==> src/hw/rtl/i2p_pkg.sv <==
// shared types, constants and functions of the infix-to-postfix converter
// no dependencies; imported by every rtl module
`timescale 1ns / 1ps

package i2p_pkg;

  localparam int STACK_DEPTH = 32;
  localparam int SP_W        = (STACK_DEPTH > 1) ? $clog2(STACK_DEPTH) : 1;
  localparam int CNT_W       = $clog2(STACK_DEPTH + 1);

  localparam int Q_DEPTH = 2;
  localparam int QP_W    = (Q_DEPTH > 1) ? $clog2(Q_DEPTH) : 1;
  localparam int QC_W    = $clog2(Q_DEPTH + 1);

  localparam logic [7:0] CH_LPAREN = 8'h28;
  localparam logic [7:0] CH_RPAREN = 8'h29;
  localparam logic [7:0] CH_STAR   = 8'h2A;
  localparam logic [7:0] CH_PLUS   = 8'h2B;
  localparam logic [7:0] CH_MINUS  = 8'h2D;
  localparam logic [7:0] CH_SLASH  = 8'h2F;
  localparam logic [7:0] CH_CARET  = 8'h5E;
  localparam logic [7:0] CH_UP_A   = 8'h41;
  localparam logic [7:0] CH_UP_Z   = 8'h5A;
  localparam logic [7:0] CH_LO_A   = 8'h61;
  localparam logic [7:0] CH_LO_Z   = 8'h7A;

  localparam logic [1:0] PREC_POW = 2'd3;
  localparam logic [1:0] PREC_MUL = 2'd2;
  localparam logic [1:0] PREC_ADD = 2'd1;
  localparam logic [1:0] PREC_NONE = 2'd0;

  typedef enum logic [2:0] {
    K_SKIP,
    K_LETTER,
    K_LPAREN,
    K_RPAREN,
    K_OPER
  } kind_t;

  typedef enum logic [1:0] {
    ST_IDLE,
    ST_EXEC,
    ST_FLUSH
  } state_t;

  typedef struct packed {
    logic [7:0] ch;
    kind_t      kind;
    logic [1:0] prec;
    logic       eoe;
  } cmd_t;

  function automatic kind_t classify(input logic [7:0] ch);
    kind_t k;
    case (ch) inside
      [CH_UP_A:CH_UP_Z], [CH_LO_A:CH_LO_Z]:        k = K_LETTER;
      CH_LPAREN:                                   k = K_LPAREN;
      CH_RPAREN:                                   k = K_RPAREN;
      CH_PLUS, CH_MINUS, CH_STAR, CH_SLASH, CH_CARET: k = K_OPER;
      default:                                     k = K_SKIP;
    endcase
    return k;
  endfunction

  function automatic logic [1:0] prec_of(input logic [7:0] ch);
    logic [1:0] p;
    case (ch) inside
      CH_CARET:          p = PREC_POW;
      CH_STAR, CH_SLASH: p = PREC_MUL;
      CH_PLUS, CH_MINUS: p = PREC_ADD;
      default:           p = PREC_NONE;
    endcase
    return p;
  endfunction

endpackage

==> src/hw/rtl/infix_to_postfix_converter_top.sv <==
// Shunting-yard infix-to-postfix converter, 32-entry operator stack.
// A letter passes the command queue, the command register and the output register
// before it shows on out_tvalid. The stack engine loads each character, then runs
// it, popping outranked operators in turn, and takes no new one until it is done;
// end of expression pops every stacked entry; an empty stack gives a bare end marker.
// Reset (rst_n low, synchronous) empties stack, queue and output; stack contents stay.
`timescale 1ns / 1ps

module infix_to_postfix_converter_top (
  input  logic       clk,
  input  logic       rst_n,
  input  logic       in_tvalid,
  output logic       in_tready,
  input  logic [7:0] in_tdata,   // [7:0] char_in
  input  logic       in_tlast,   // end_of_expr
  output logic       out_tvalid,
  input  logic       out_tready,
  output logic [7:0] out_tdata,  // [7:0] symbol
  output logic [1:0] out_tuser,  // [0] symbol_valid, [1] overflow
  output logic       out_tlast   // last
);
  import i2p_pkg::*;

  cmd_t wr_cmd, rd_cmd;
  logic q_wr, q_full, q_rd, q_valid;

  i2p_front u_front (
    .in_tvalid (in_tvalid),
    .in_tready (in_tready),
    .in_tdata  (in_tdata),
    .in_tlast  (in_tlast),
    .q_full    (q_full),
    .q_wr      (q_wr),
    .q_wr_cmd  (wr_cmd)
  );

  i2p_cmd_q u_q (
    .clk      (clk),
    .rst_n    (rst_n),
    .wr       (q_wr),
    .wr_cmd   (wr_cmd),
    .full     (q_full),
    .rd       (q_rd),
    .rd_valid (q_valid),
    .rd_cmd   (rd_cmd)
  );

  i2p_back u_back (
    .clk        (clk),
    .rst_n      (rst_n),
    .q_valid    (q_valid),
    .q_cmd      (rd_cmd),
    .q_rd       (q_rd),
    .out_tvalid (out_tvalid),
    .out_tready (out_tready),
    .out_tdata  (out_tdata),
    .out_tuser  (out_tuser),
    .out_tlast  (out_tlast)
  );

endmodule

==> src/hw/rtl/i2p_front.sv <==
// front end: takes input requests, classifies each character into a command
// depends on i2p_pkg; feeds i2p_cmd_q
`timescale 1ns / 1ps

module i2p_front (
  input  logic          in_tvalid,
  output logic          in_tready,
  input  logic [7:0]    in_tdata,   // [7:0] char_in
  input  logic          in_tlast,   // end_of_expr
  input  logic          q_full,
  output logic          q_wr,
  output i2p_pkg::cmd_t q_wr_cmd
);
  import i2p_pkg::*;

  assign in_tready = !q_full;
  assign q_wr      = in_tvalid && !q_full;

  always_comb begin
    q_wr_cmd.ch   = in_tdata;
    q_wr_cmd.kind = classify(in_tdata);
    q_wr_cmd.prec = prec_of(in_tdata);
    q_wr_cmd.eoe  = in_tlast;
  end

endmodule

==> src/hw/rtl/i2p_cmd_q.sv <==
// short command queue between the front end and the stack engine
// depends on i2p_pkg
`timescale 1ns / 1ps

module i2p_cmd_q (
  input  logic          clk,
  input  logic          rst_n,
  input  logic          wr,
  input  i2p_pkg::cmd_t wr_cmd,
  output logic          full,
  input  logic          rd,
  output logic          rd_valid,
  output i2p_pkg::cmd_t rd_cmd
);
  import i2p_pkg::*;

  cmd_t            slot_r [Q_DEPTH];
  logic [QP_W-1:0] wp_r, wp_nxt;
  logic [QP_W-1:0] rp_r, rp_nxt;
  logic [QC_W-1:0] cnt_r, cnt_nxt;
  logic            do_wr, do_rd;

  assign full     = (cnt_r == QC_W'(Q_DEPTH));
  assign rd_valid = (cnt_r != '0);
  assign rd_cmd   = slot_r[rp_r];
  assign do_wr    = wr && !full;
  assign do_rd    = rd && rd_valid;

  always_comb begin
    wp_nxt  = wp_r;
    rp_nxt  = rp_r;
    cnt_nxt = cnt_r;
    if (do_wr) begin
      wp_nxt = (wp_r == QP_W'(Q_DEPTH - 1)) ? '0 : wp_r + QP_W'(1);
    end
    if (do_rd) begin
      rp_nxt = (rp_r == QP_W'(Q_DEPTH - 1)) ? '0 : rp_r + QP_W'(1);
    end
    if (do_wr && !do_rd) begin
      cnt_nxt = cnt_r + QC_W'(1);
    end else if (do_rd && !do_wr) begin
      cnt_nxt = cnt_r - QC_W'(1);
    end
  end

  always_ff @(posedge clk) begin
    if (!rst_n) begin
      wp_r  <= '0;
      rp_r  <= '0;
      cnt_r <= '0;
    end else begin
      wp_r  <= wp_nxt;
      rp_r  <= rp_nxt;
      cnt_r <= cnt_nxt;
    end
  end

  always_ff @(posedge clk) begin
    if (do_wr) begin
      slot_r[wp_r] <= wr_cmd;
    end
  end

endmodule

==> src/hw/rtl/i2p_back.sv <==
// stack engine: runs each command against the operator stack, one action per cycle
// while output is free, and drives the registered result channel. depends on i2p_pkg
`timescale 1ns / 1ps

module i2p_back (
  input  logic          clk,
  input  logic          rst_n,
  input  logic          q_valid,
  input  i2p_pkg::cmd_t q_cmd,
  output logic          q_rd,
  output logic          out_tvalid,
  input  logic          out_tready,
  output logic [7:0]    out_tdata,  // [7:0] symbol
  output logic [1:0]    out_tuser,  // [0] symbol_valid, [1] overflow
  output logic          out_tlast   // last
);
  import i2p_pkg::*;

  state_t           state_r, state_nxt;
  cmd_t             cmd_r;
  logic [7:0]       stack_r [STACK_DEPTH];
  logic [CNT_W-1:0] count_r, count_nxt;
  logic             ovf_r, ovf_nxt;

  logic             ov_r;
  logic [7:0]       osym_r;
  logic             osv_r, olast_r, oovf_r;

  logic [CNT_W-1:0] top_dec;
  logic [7:0]       top_ch;
  logic [1:0]       top_prec;
  logic             nonempty, top_lp, outranks, slot_free, full;

  logic             emit, e_valid, e_last, push, pop, done, clr_ovf;
  logic [7:0]       e_sym;

  assign top_dec   = count_r - CNT_W'(1);
  assign top_ch    = stack_r[top_dec[SP_W-1:0]];
  assign top_prec  = prec_of(top_ch);
  assign nonempty  = (count_r != '0);
  assign top_lp    = (top_ch == CH_LPAREN);
  assign full      = (count_r == CNT_W'(STACK_DEPTH));
  assign slot_free = !ov_r || out_tready;
  // '^' is right-associative: equal precedence does not pop it
  assign outranks  = (top_prec > cmd_r.prec) ||
                     ((top_prec == cmd_r.prec) && (cmd_r.ch != CH_CARET));

  // actions of the current cycle
  always_comb begin
    q_rd    = 1'b0;
    emit    = 1'b0;
    e_sym   = top_ch;
    e_valid = 1'b1;
    e_last  = 1'b0;
    push    = 1'b0;
    pop     = 1'b0;
    done    = 1'b0;
    clr_ovf = 1'b0;
    unique case (state_r)
      ST_IDLE: begin
        q_rd = q_valid;
      end
      ST_EXEC: begin
        case (cmd_r.kind)
          K_LETTER: begin
            if (slot_free) begin
              emit  = 1'b1;
              e_sym = cmd_r.ch;
              done  = 1'b1;
            end
          end
          K_LPAREN: begin
            push = 1'b1;
            done = 1'b1;
          end
          K_RPAREN: begin
            if (nonempty && !top_lp) begin
              if (slot_free) begin
                emit = 1'b1;
                pop  = 1'b1;
              end
            end else begin
              // matching '(' is dropped; unmatched ')' does nothing more
              pop  = nonempty;
              done = 1'b1;
            end
          end
          K_OPER: begin
            if (nonempty && !top_lp && outranks) begin
              if (slot_free) begin
                emit = 1'b1;
                pop  = 1'b1;
              end
            end else begin
              push = 1'b1;
              done = 1'b1;
            end
          end
          default: begin
            done = 1'b1;
          end
        endcase
      end
      ST_FLUSH: begin
        if (slot_free) begin
          emit = 1'b1;
          if (nonempty) begin
            pop    = 1'b1;
            e_last = (count_r == CNT_W'(1));
          end else begin
            // empty flush gives a bare end marker
            e_sym   = 8'h00;
            e_valid = 1'b0;
            e_last  = 1'b1;
          end
          clr_ovf = e_last;
        end
      end
      default: begin
        q_rd = 1'b0;
      end
    endcase
  end

  always_comb begin
    state_nxt = state_r;
    unique case (state_r)
      ST_IDLE:  if (q_valid) state_nxt = ST_EXEC;
      ST_EXEC:  if (done) state_nxt = cmd_r.eoe ? ST_FLUSH : ST_IDLE;
      ST_FLUSH: if (emit && e_last) state_nxt = ST_IDLE;
      default:  state_nxt = ST_IDLE;
    endcase
  end

  always_comb begin
    count_nxt = count_r;
    ovf_nxt   = ovf_r;
    if (pop) begin
      count_nxt = top_dec;
    end else if (push) begin
      if (full) ovf_nxt = 1'b1;
      else      count_nxt = count_r + CNT_W'(1);
    end
    if (clr_ovf) begin
      ovf_nxt = 1'b0;
    end
  end

  always_ff @(posedge clk) begin
    if (!rst_n) begin
      state_r <= ST_IDLE;
      count_r <= '0;
      ovf_r   <= 1'b0;
      ov_r    <= 1'b0;
    end else begin
      state_r <= state_nxt;
      count_r <= count_nxt;
      ovf_r   <= ovf_nxt;
      if (emit)            ov_r <= 1'b1;
      else if (out_tready) ov_r <= 1'b0;
    end
  end

  always_ff @(posedge clk) begin
    if (q_rd) begin
      cmd_r <= q_cmd;
    end
    if (push && !full) begin
      stack_r[count_r[SP_W-1:0]] <= cmd_r.ch;
    end
    if (emit) begin
      osym_r  <= e_sym;
      osv_r   <= e_valid;
      olast_r <= e_last;
      oovf_r  <= ovf_r;
    end
  end

  assign out_tvalid = ov_r;
  assign out_tdata  = osym_r;
  assign out_tuser  = {oovf_r, osv_r};
  assign out_tlast  = olast_r;

endmodule

==> config.mk <==
export PLATFORM = sky130hd
export DESIGN_NAME = infix_to_postfix_converter_top
export DESIGN_NICKNAME = d
export VERILOG_FILES = /design/src/hw/rtl/i2p_pkg.sv /design/src/hw/rtl/infix_to_postfix_converter_top.sv /design/src/hw/rtl/i2p_front.sv /design/src/hw/rtl/i2p_cmd_q.sv /design/src/hw/rtl/i2p_back.sv
export SDC_FILE = /design/constraint.sdc
export NUM_CORES = 1
export LEC_CHECK = 0
export ABC_AREA = 1
export BUFFER_PORTS_ARGS = -buffer_cell sky130_fd_sc_hd__buf_2
export CORE_UTILIZATION = 59
export CTS_BUF_LIST = sky130_fd_sc_hd__clkbuf_2
export CTS_CLUSTER_DIAMETER = 40
export CTS_CLUSTER_SIZE = 14
export DETAILED_ROUTE_END_ITERATION = 12
export PLACE_DENSITY = 0.86
export SYNTH_ARGS = -nofsm -noshare
export SYNTH_HDL_FRONTEND = slang
export SYNTH_SLANG_ARGS = --single-unit
==> constraint.sdc <==
create_clock -name clk -period 4.35 [get_ports clk]
set_input_delay 0.2175 -clock clk [delete_from_list [all_inputs] [get_ports clk]]
set_output_delay 0.2175 -clock clk [all_outputs]
set_load 0.05 [all_outputs]
# Word level (Yosys, flattened, before mapping)
# Memory sizes are Yosys's and may differ from the RTL's. A register that Yosys moved wholly into a read port is not among the register bits.
# Cells that the tools add are included.
[word_totals]
mem_count = 2
in_bits = 13
wordCells = 144
register_bits = 25
ram_bits = 284
output_inout_bits = 13
[op_classes]
order_cmp = 5
add_sub_neg = 6
n_eq_ne = 28
n_mux = 53
reduce_logical = 37
n_bitwise = 2
[memory_table]
columns = ["name", "depth", "word_bits", "read_ports", "rd_clocked_by_memory_dff", "write_ports", "line", "text"]
rows = [
  ["u_back.stack_r", 32, 8, 1, 0, 1, "i2p_back.sv:21", "logic [7:0] stack_r [STACK_DEPTH];"],
  ["u_q.slot_r", 2, 14, 1, 1, 1, "i2p_cmd_q.sv:17", "cmd_t slot_r [Q_DEPTH];"],
]
[ops]
columns = ["operator", "n"]
rows = [
  ["$eq A8 B6 Y1 const B", 11],
  ["$mux W8", 4],
  ["$mux W1", 24],
  ["$mux W2", 10],
  ["$mux W6", 3],
  ["$eq A8 B7 Y1 const B", 2],
  ["$ge A8 B7 Y1 const B", 2],
  ["$le A8 B7 Y1 const B", 2],
  ["$pmux W8 S2", 1],
  ["$logic_and A1 B1 Y1", 12],
  ["$mux W3", 4],
  ["$reduce_or A2 Y1", 6],
  ["$ne A8 B7 Y1 const B", 1],
  ["$pmux W1 S2", 4],
  ["$reduce_bool A2 Y1", 4],
  ["$add A6 B1 Y6 const B", 1],
  ["$eq A3 B2 Y1 const B", 2],
  ["$eq A6 B1 Y1 const B", 1],
  ["$eq A6 B6 Y1 const B", 1],
  ["$logic_not A1 Y1", 6],
  ["$ne A2 B1 Y1 const B", 3],
  ["$pmux W1 S3", 2],
  ["$pmux W2 S3", 1],
  ["$reduce_and A3 Y1", 2],
  ["17 further kinds", 22],
]

# Longest topological paths before layout
# An unclocked memory read counts as a cell.
[logic_depth]
word_depth = 17
depth_mapped = 35
depth_no_buf = 31

# Hierarchy
# A second synthesis with hierarchy kept.
[hier_totals]
hier_cells = 1315
area_unflattened_um2 = 14286.2
[modules_own_cells]
columns = ["module", "area_each_um2", "seq_area_each_um2", "instances", "cells_each"]
rows = [
  ["i2p_back", 12699.7, 8638.3, 1, 1169],
  ["i2p_cmd_q", 1255.0, 940.9, 1, 80],
  ["i2p_front", 331.6, 0.0, 1, 66],
]

# Worst setup path after synthesis
# Ideal clock, no wire load.
[synth_timing]
kind = "register -> register"
from = "reg u_back.count_r[0]"
to = "mem u_back.stack_r[17][0] (enable)"
stages_incl_launch_ff = 27
period_less_slack_ns = 4.396
setup_ns = 0.385
required_ns = 3.965
n_path_buf = 5
arrival_time_ns = 4.011
path_slack_ns = -0.046
cell_sequence = "dfxtp_1 -> buf_6 -> inv_4 -> buf_6 -> buf_4 -> ha_1 -> buf_2 -> inv_2 -> clkbuf_1 -> nand3_1 -> nand3_1 -> nand3_1 -> nand3_1 -> nand2_1 -> nand2_1 -> nor3_1 -> o21ai_0 -> nand2_1 -> ha_1 -> nand4_1 -> o41ai_1 -> inv_1 -> nand3_2 -> nand2_2 -> nand2_4 -> nand2_1 -> nor3b_1"
[synth_via]
elab_chain_len = 17
elab_cells_between_ends = 29
cone_classes = "add/sub: 1; order compare: 1; eq/ne: 8; mux: 8; reduce/logical: 10; memory: 1"
[synth_lines]
columns = ["item", "line", "text"]
rows = [
  ["from (decl)", "i2p_back.sv:22", "logic [CNT_W-1:0] count_r, count_nxt;"],
  ["from (signal assigned)", "i2p_back.sv:157", "count_r <= count_nxt;"],
  ["$sub A6 B1 Y6", "i2p_back.sv:37", "assign top_dec = count_r - CNT_W'(1);"],
  ["$mem_v2 Z32 W8", "--", ""],
  ["$eq A8 B6 Y1", "i2p_back.sv:39", "assign top_prec = prec_of(top_ch);"],
  ["$reduce_or A2 Y1", "i2p_pkg.sv:67", "case (ch) inside"],
  ["$mux W1", "i2p_pkg.sv:67", ""],
  ["$mux W2 (2 in a row)", "i2p_pkg.sv:67", ""],
  ["$eq A2 B2 Y1", "i2p_back.sv:46", "((top_prec == cmd_r.prec) && (cmd_r.ch != CH_CARET));"],
  ["$logic_and A1 B1 Y1", "i2p_back.sv:46", ""],
  ["$logic_or A1 B1 Y1", "i2p_back.sv:45", "assign outranks = (top_prec > cmd_r.prec) ||"],
  ["$logic_and A1 B1 Y1", "i2p_back.sv:89", "if (nonempty && !top_lp && outranks) begin"],
  ["$mux W1", "i2p_back.sv:89", ""],
  ["$pmux W1 S2", "i2p_back.sv:64", "case (cmd_r.kind)"],
  ["$mux W1", "i2p_back.sv:59", "unique case (state_r)"],
  ["$logic_and A1 B1 Y1", "i2p_back.sv:168", "if (push && !full) begin"],
  ["$mux W1", "i2p_back.sv:168", ""],
  ["$mux W1 (not written as such)", "i2p_back.sv:169", "stack_r[count_r[SP_W-1:0]] <= cmd_r.ch;"],
  ["to (decl)", "i2p_back.sv:21", ""],
]
# Several ways; a longest one is shown, not always the timed one.

# Worst setup path after layout
[layout_timing]
from = "reg u_back.count_r[0]"
to = "mem u_back.stack_r[21][0] (enable)"
# The elaborated chain is that of the path after synthesis.

==> impl_summary.log <==
INFO  metric leakage = around 0.006 uW
INFO  metric max_stage_delay_cell_worst_path = sky130_fd_sc_hd__dfxtp_4
INFO  metric drv.max_cap_violation_count = 0
INFO  metric most-common-layout-cells = sky130_fd_sc_hd__nand2_1 (414), sky130_fd_sc_hd__edfxtp_1 (309), sky130_fd_sc_hd__nand3_1 (217), sky130_fd_sc_hd__inv_1 (77), sky130_fd_sc_hd__nor2_1 (77)
INFO  metric crit_type = flip-flop to flip-flop
INFO  metric synth_compound_gate_area_share = 0.02186
INFO  metric slew_headroom = 0.1832
INFO  metric setup_violations = 0
INFO  metric numPlacedInstances = around 1.6k
INFO  metric post_layout_nonfiller_instances = 1722
INFO  metric arithmetic_cell_share_of_the_synthesized_area_counting_full_adders_half_adders_and_majority_gates = 0.009813
INFO  metric post_synth_arst_share = 0
INFO  metric cts_buffer_depth = 3
INFO  metric synth_cell_type_count = 37
INFO  metric postSynthNetCount = 1321
INFO  metric layout.nets = 1400
INFO  metric fin_skew = 0.07365 ns
INFO  metric number_of_global_route_vias_before_repair = between 9k and 10k
INFO  metric clk_latency = 0.85 ns
INFO  metric muxShareOfSynthArea = 0
INFO  metric cp_data_arrival_time = between 4 and 5 ns
INFO  metric synth_top_family_by_area = simple AND/OR/NAND/NOR gates
INFO  metric post_synthesis_simple_gate_area_fraction = 0.2344
INFO  metric hp_class = input port to flip-flop
INFO  metric numCtsBuffers = 37
INFO  metric grt_start_max_net_pins = roughly 130
INFO  metric globalRoute.totalOverflow = 0
INFO  metric worstSetupStartpointType = flip-flop
INFO  metric pwr_density_cell = 572.0 nW/um^2
INFO  metric dpl_wire_length = between 20 and 25 mm
INFO  metric drt_iter0_markers = approximately 1.4k
INFO  metric grt_setup_unrepaired = yes
INFO  metric tightest_slew = approximately 1.2 ns
INFO  metric avg_cell_area_syn = about 11 um^2
INFO  metric setup_total_negative_slack = 0 ns
INFO  metric period_minus_slack = 4.205 ns
INFO  metric synth-seq-area-share = 0.6815
INFO  metric cts_tree = built
INFO  metric mostFrequentLayoutCell = sky130_fd_sc_hd__nand2_1
INFO  metric final_hold_viol_count = 0
INFO  metric detailedRoute.firstPassIterationCount = 7
INFO  metric route.detailed.wl_per_inst = slightly above 20 um
INFO  metric grt_first_pass_wirelength = roughly 51 mm
INFO  metric critical_path_maximum_fanout = 22
INFO  metric timing.critical_path.to_type = flip-flop
INFO  metric drive_gt1_frac = 0.1391
INFO  metric post_synth_xor_area_fraction = 0.001249
INFO  metric achievable-frequency = 237.8 MHz
INFO  metric fp.coreArea = roughly 23000 um^2
INFO  metric floorplan.initialDensity = 0.5993
INFO  metric ys_dominant_reg_cell = sky130_fd_sc_hd__edfxtp_1
INFO  metric clkTransAtPathRegs = about 0.23 ns
INFO  metric place.gp.congestion = a little over 0.9
INFO  metric ant_nets = 0
INFO  metric worstPathRequired = around 4.9 ns
INFO  metric cts.root.buffer_cell = sky130_fd_sc_hd__clkbuf_2
INFO  metric global_route.usage.total = 0.2796
INFO  metric route.detailed.drc = 0
INFO  metric io-pin-count = 26
INFO  metric final.period_utilization = 0.9666
INFO  metric num_rows = between 50 and 60
INFO  metric critical-path-max-stage-delay = roughly 0.45 ns
INFO  metric post_synth_instance_area = 14030 um^2
INFO  metric synth_edf_count = slightly above 300
INFO  metric die_area = approximately 24000 um^2
INFO  metric io_buffer_count = 25
INFO  metric clock-sinks = approximately 320
INFO  metric dieWidth = about 160 um
INFO  metric status = completed
INFO  metric ff_latch_count_synth = approximately 320
INFO  metric fin_ws = ~0.15 ns
INFO  metric vdd.ir_drop.worst = ~420 uV
INFO  metric vias_per_cell = 5.912
INFO  metric netlist_instances = 1297
INFO  metric area_growth_syn_to_layout = 10.20%
INFO  metric fraction_of_the_core_area_covered_by_cells_at_the_end_of_the_flow = 0.6604
INFO  metric htree_num_levels = 2
INFO  metric route.final.wire_length = about 35 mm
INFO  metric yosys_warnings = 0
INFO  metric final-max-slew-violation-count = 0
INFO  metric initial_antenna_violation_count = 1
INFO  metric fin_total_pwr = between 8000 and 9000 uW
INFO  metric dp_worst_setup_slack = roughly 0.036 ns
INFO  metric routed-via-count = 10.18k
INFO  metric chipHeight = between 150 and 200 um
-- area by class of cell --
class / count / area [um^2]
sequential: 323 / 9563
tap: 319 / 399.1
clock buffer: 44 / 220.2
fill: 1682 / 7946
antenna: 1 / 2.502
inverter: 86 / 342.8
clock inverter: 21 / 190.2
multi-input combinational: 828 / 3822
timing repair buffer: 100 / 915.9
-- power breakdown --
group	internal, uW	total (uW)	switching (uW)
Sequential	3940	4030	85.4
Combinational	910	3310	2400
Clock	446	1500	1060
Total	5300	8840	3540
-- worst max-delay path, delay by kind of cell (launching register included) --
kind	cells	cell delay [ns]
simple gates	14	1.45
flops	1	0.45
compound gates	3	0.36
buf+inv	8	0.95
fa+ha+maj	2	0.66
-- stage by stage --
step / cell area [um^2] / hold slack, ns
global placement: 14690 / 0.4059
global route: 15460 / 0.07872
floorplan: 14030 / 0.3164
CTS: 15230 / 0.03769
detailed placement: 14690 / 0.4119
finish: 15460 / 0.08804
-- path summary, 6_finish.rpt --
path,start,end,slack (ns),cells after the start
worst min-delay path,in_tlast,u_q.slot_r[1][0],0.09,2
worst max register to register,u_back.count_r[0],u_back.stack_r[21][0],0.15,27
worst max-delay path,u_back.count_r[0],u_back.stack_r[21][0],0.15,27
worst min register to register,u_back.ovf_r,u_back.oovf_r,0.49,0
-- metal layers --
metal  global-route usage  up-vias  share of wire
met3              0.05250      108           0.11
met1               0.3610     4794           0.37
li1                     -     4616              -
met2               0.4658      663           0.49
met5                    0        -              0
met4               0.1172        0          0.034
-- kinds of logic (layout without fill, tap and decap cells) --
kind of cell / Yosys count / in the layout
simple gates: 761 / 761
fa+ha+maj: 11 / 11
compound gates: 54 / 54
buf+inv: 146 / 251
other cells: 0 / 1
flops: 323 / 323
xor+xnor: 2 / 2
-- synthesized netlist by cell type (3+ instances only) --
library cell               number  share of area
sky130_fd_sc_hd__nand2_1      414           0.11
sky130_fd_sc_hd__o21ai_1        7         0.0025
sky130_fd_sc_hd__inv_1         78          0.021
sky130_fd_sc_hd__o22ai_1        4         0.0018
sky130_fd_sc_hd__ha_1          11         0.0098
sky130_fd_sc_hd__nand3_1      218          0.078
sky130_fd_sc_hd__dfxtp_1       14          0.020
sky130_fd_sc_hd__buf_1          5         0.0013
sky130_fd_sc_hd__clkbuf_1       8         0.0021
sky130_fd_sc_hd__edfxtp_1     309           0.66
sky130_fd_sc_hd__nor2_2         3         0.0013
sky130_fd_sc_hd__nand4_1       10         0.0045
sky130_fd_sc_hd__nor2_1        81          0.022
sky130_fd_sc_hd__nor3_1         9         0.0032
sky130_fd_sc_hd__nor4_1         3         0.0013
sky130_fd_sc_hd__inv_2          5         0.0013
sky130_fd_sc_hd__nand2_2       14         0.0062
sky130_fd_sc_hd__buf_4         19          0.010
sky130_fd_sc_hd__buf_2         19         0.0068
sky130_fd_sc_hd__o21ai_0       14         0.0050
sky130_fd_sc_hd__a21oi_1       19         0.0068
sky130_fd_sc_hd__nand2_4        4         0.0032
sky130_fd_sc_hd__a31oi_1        4         0.0018
sky130_fd_sc_hd__buf_6          9         0.0072
-- registers in the layout, summed over array words and instances (netlist names), 2 cells and up --
name	flops
u_back.state_r	2
u_back.out_tdata	8
u_back.stack_r	256
u_back.cmd_r	14
u_q.slot_r	28
u_back.count_r	6
u_q.cnt_r	2
-- timing repair --
action	4_1_cts	5_1_grt
cloned	0	4
hold buffers	12	0
buffers inserted	0	2
endpoints found under the hold margin	57	0
gates resized for setup	2	27
setup endpoints to repair	3	251
pin swaps	0	1
Note: power is estimated with default switching activity, not from simulation.
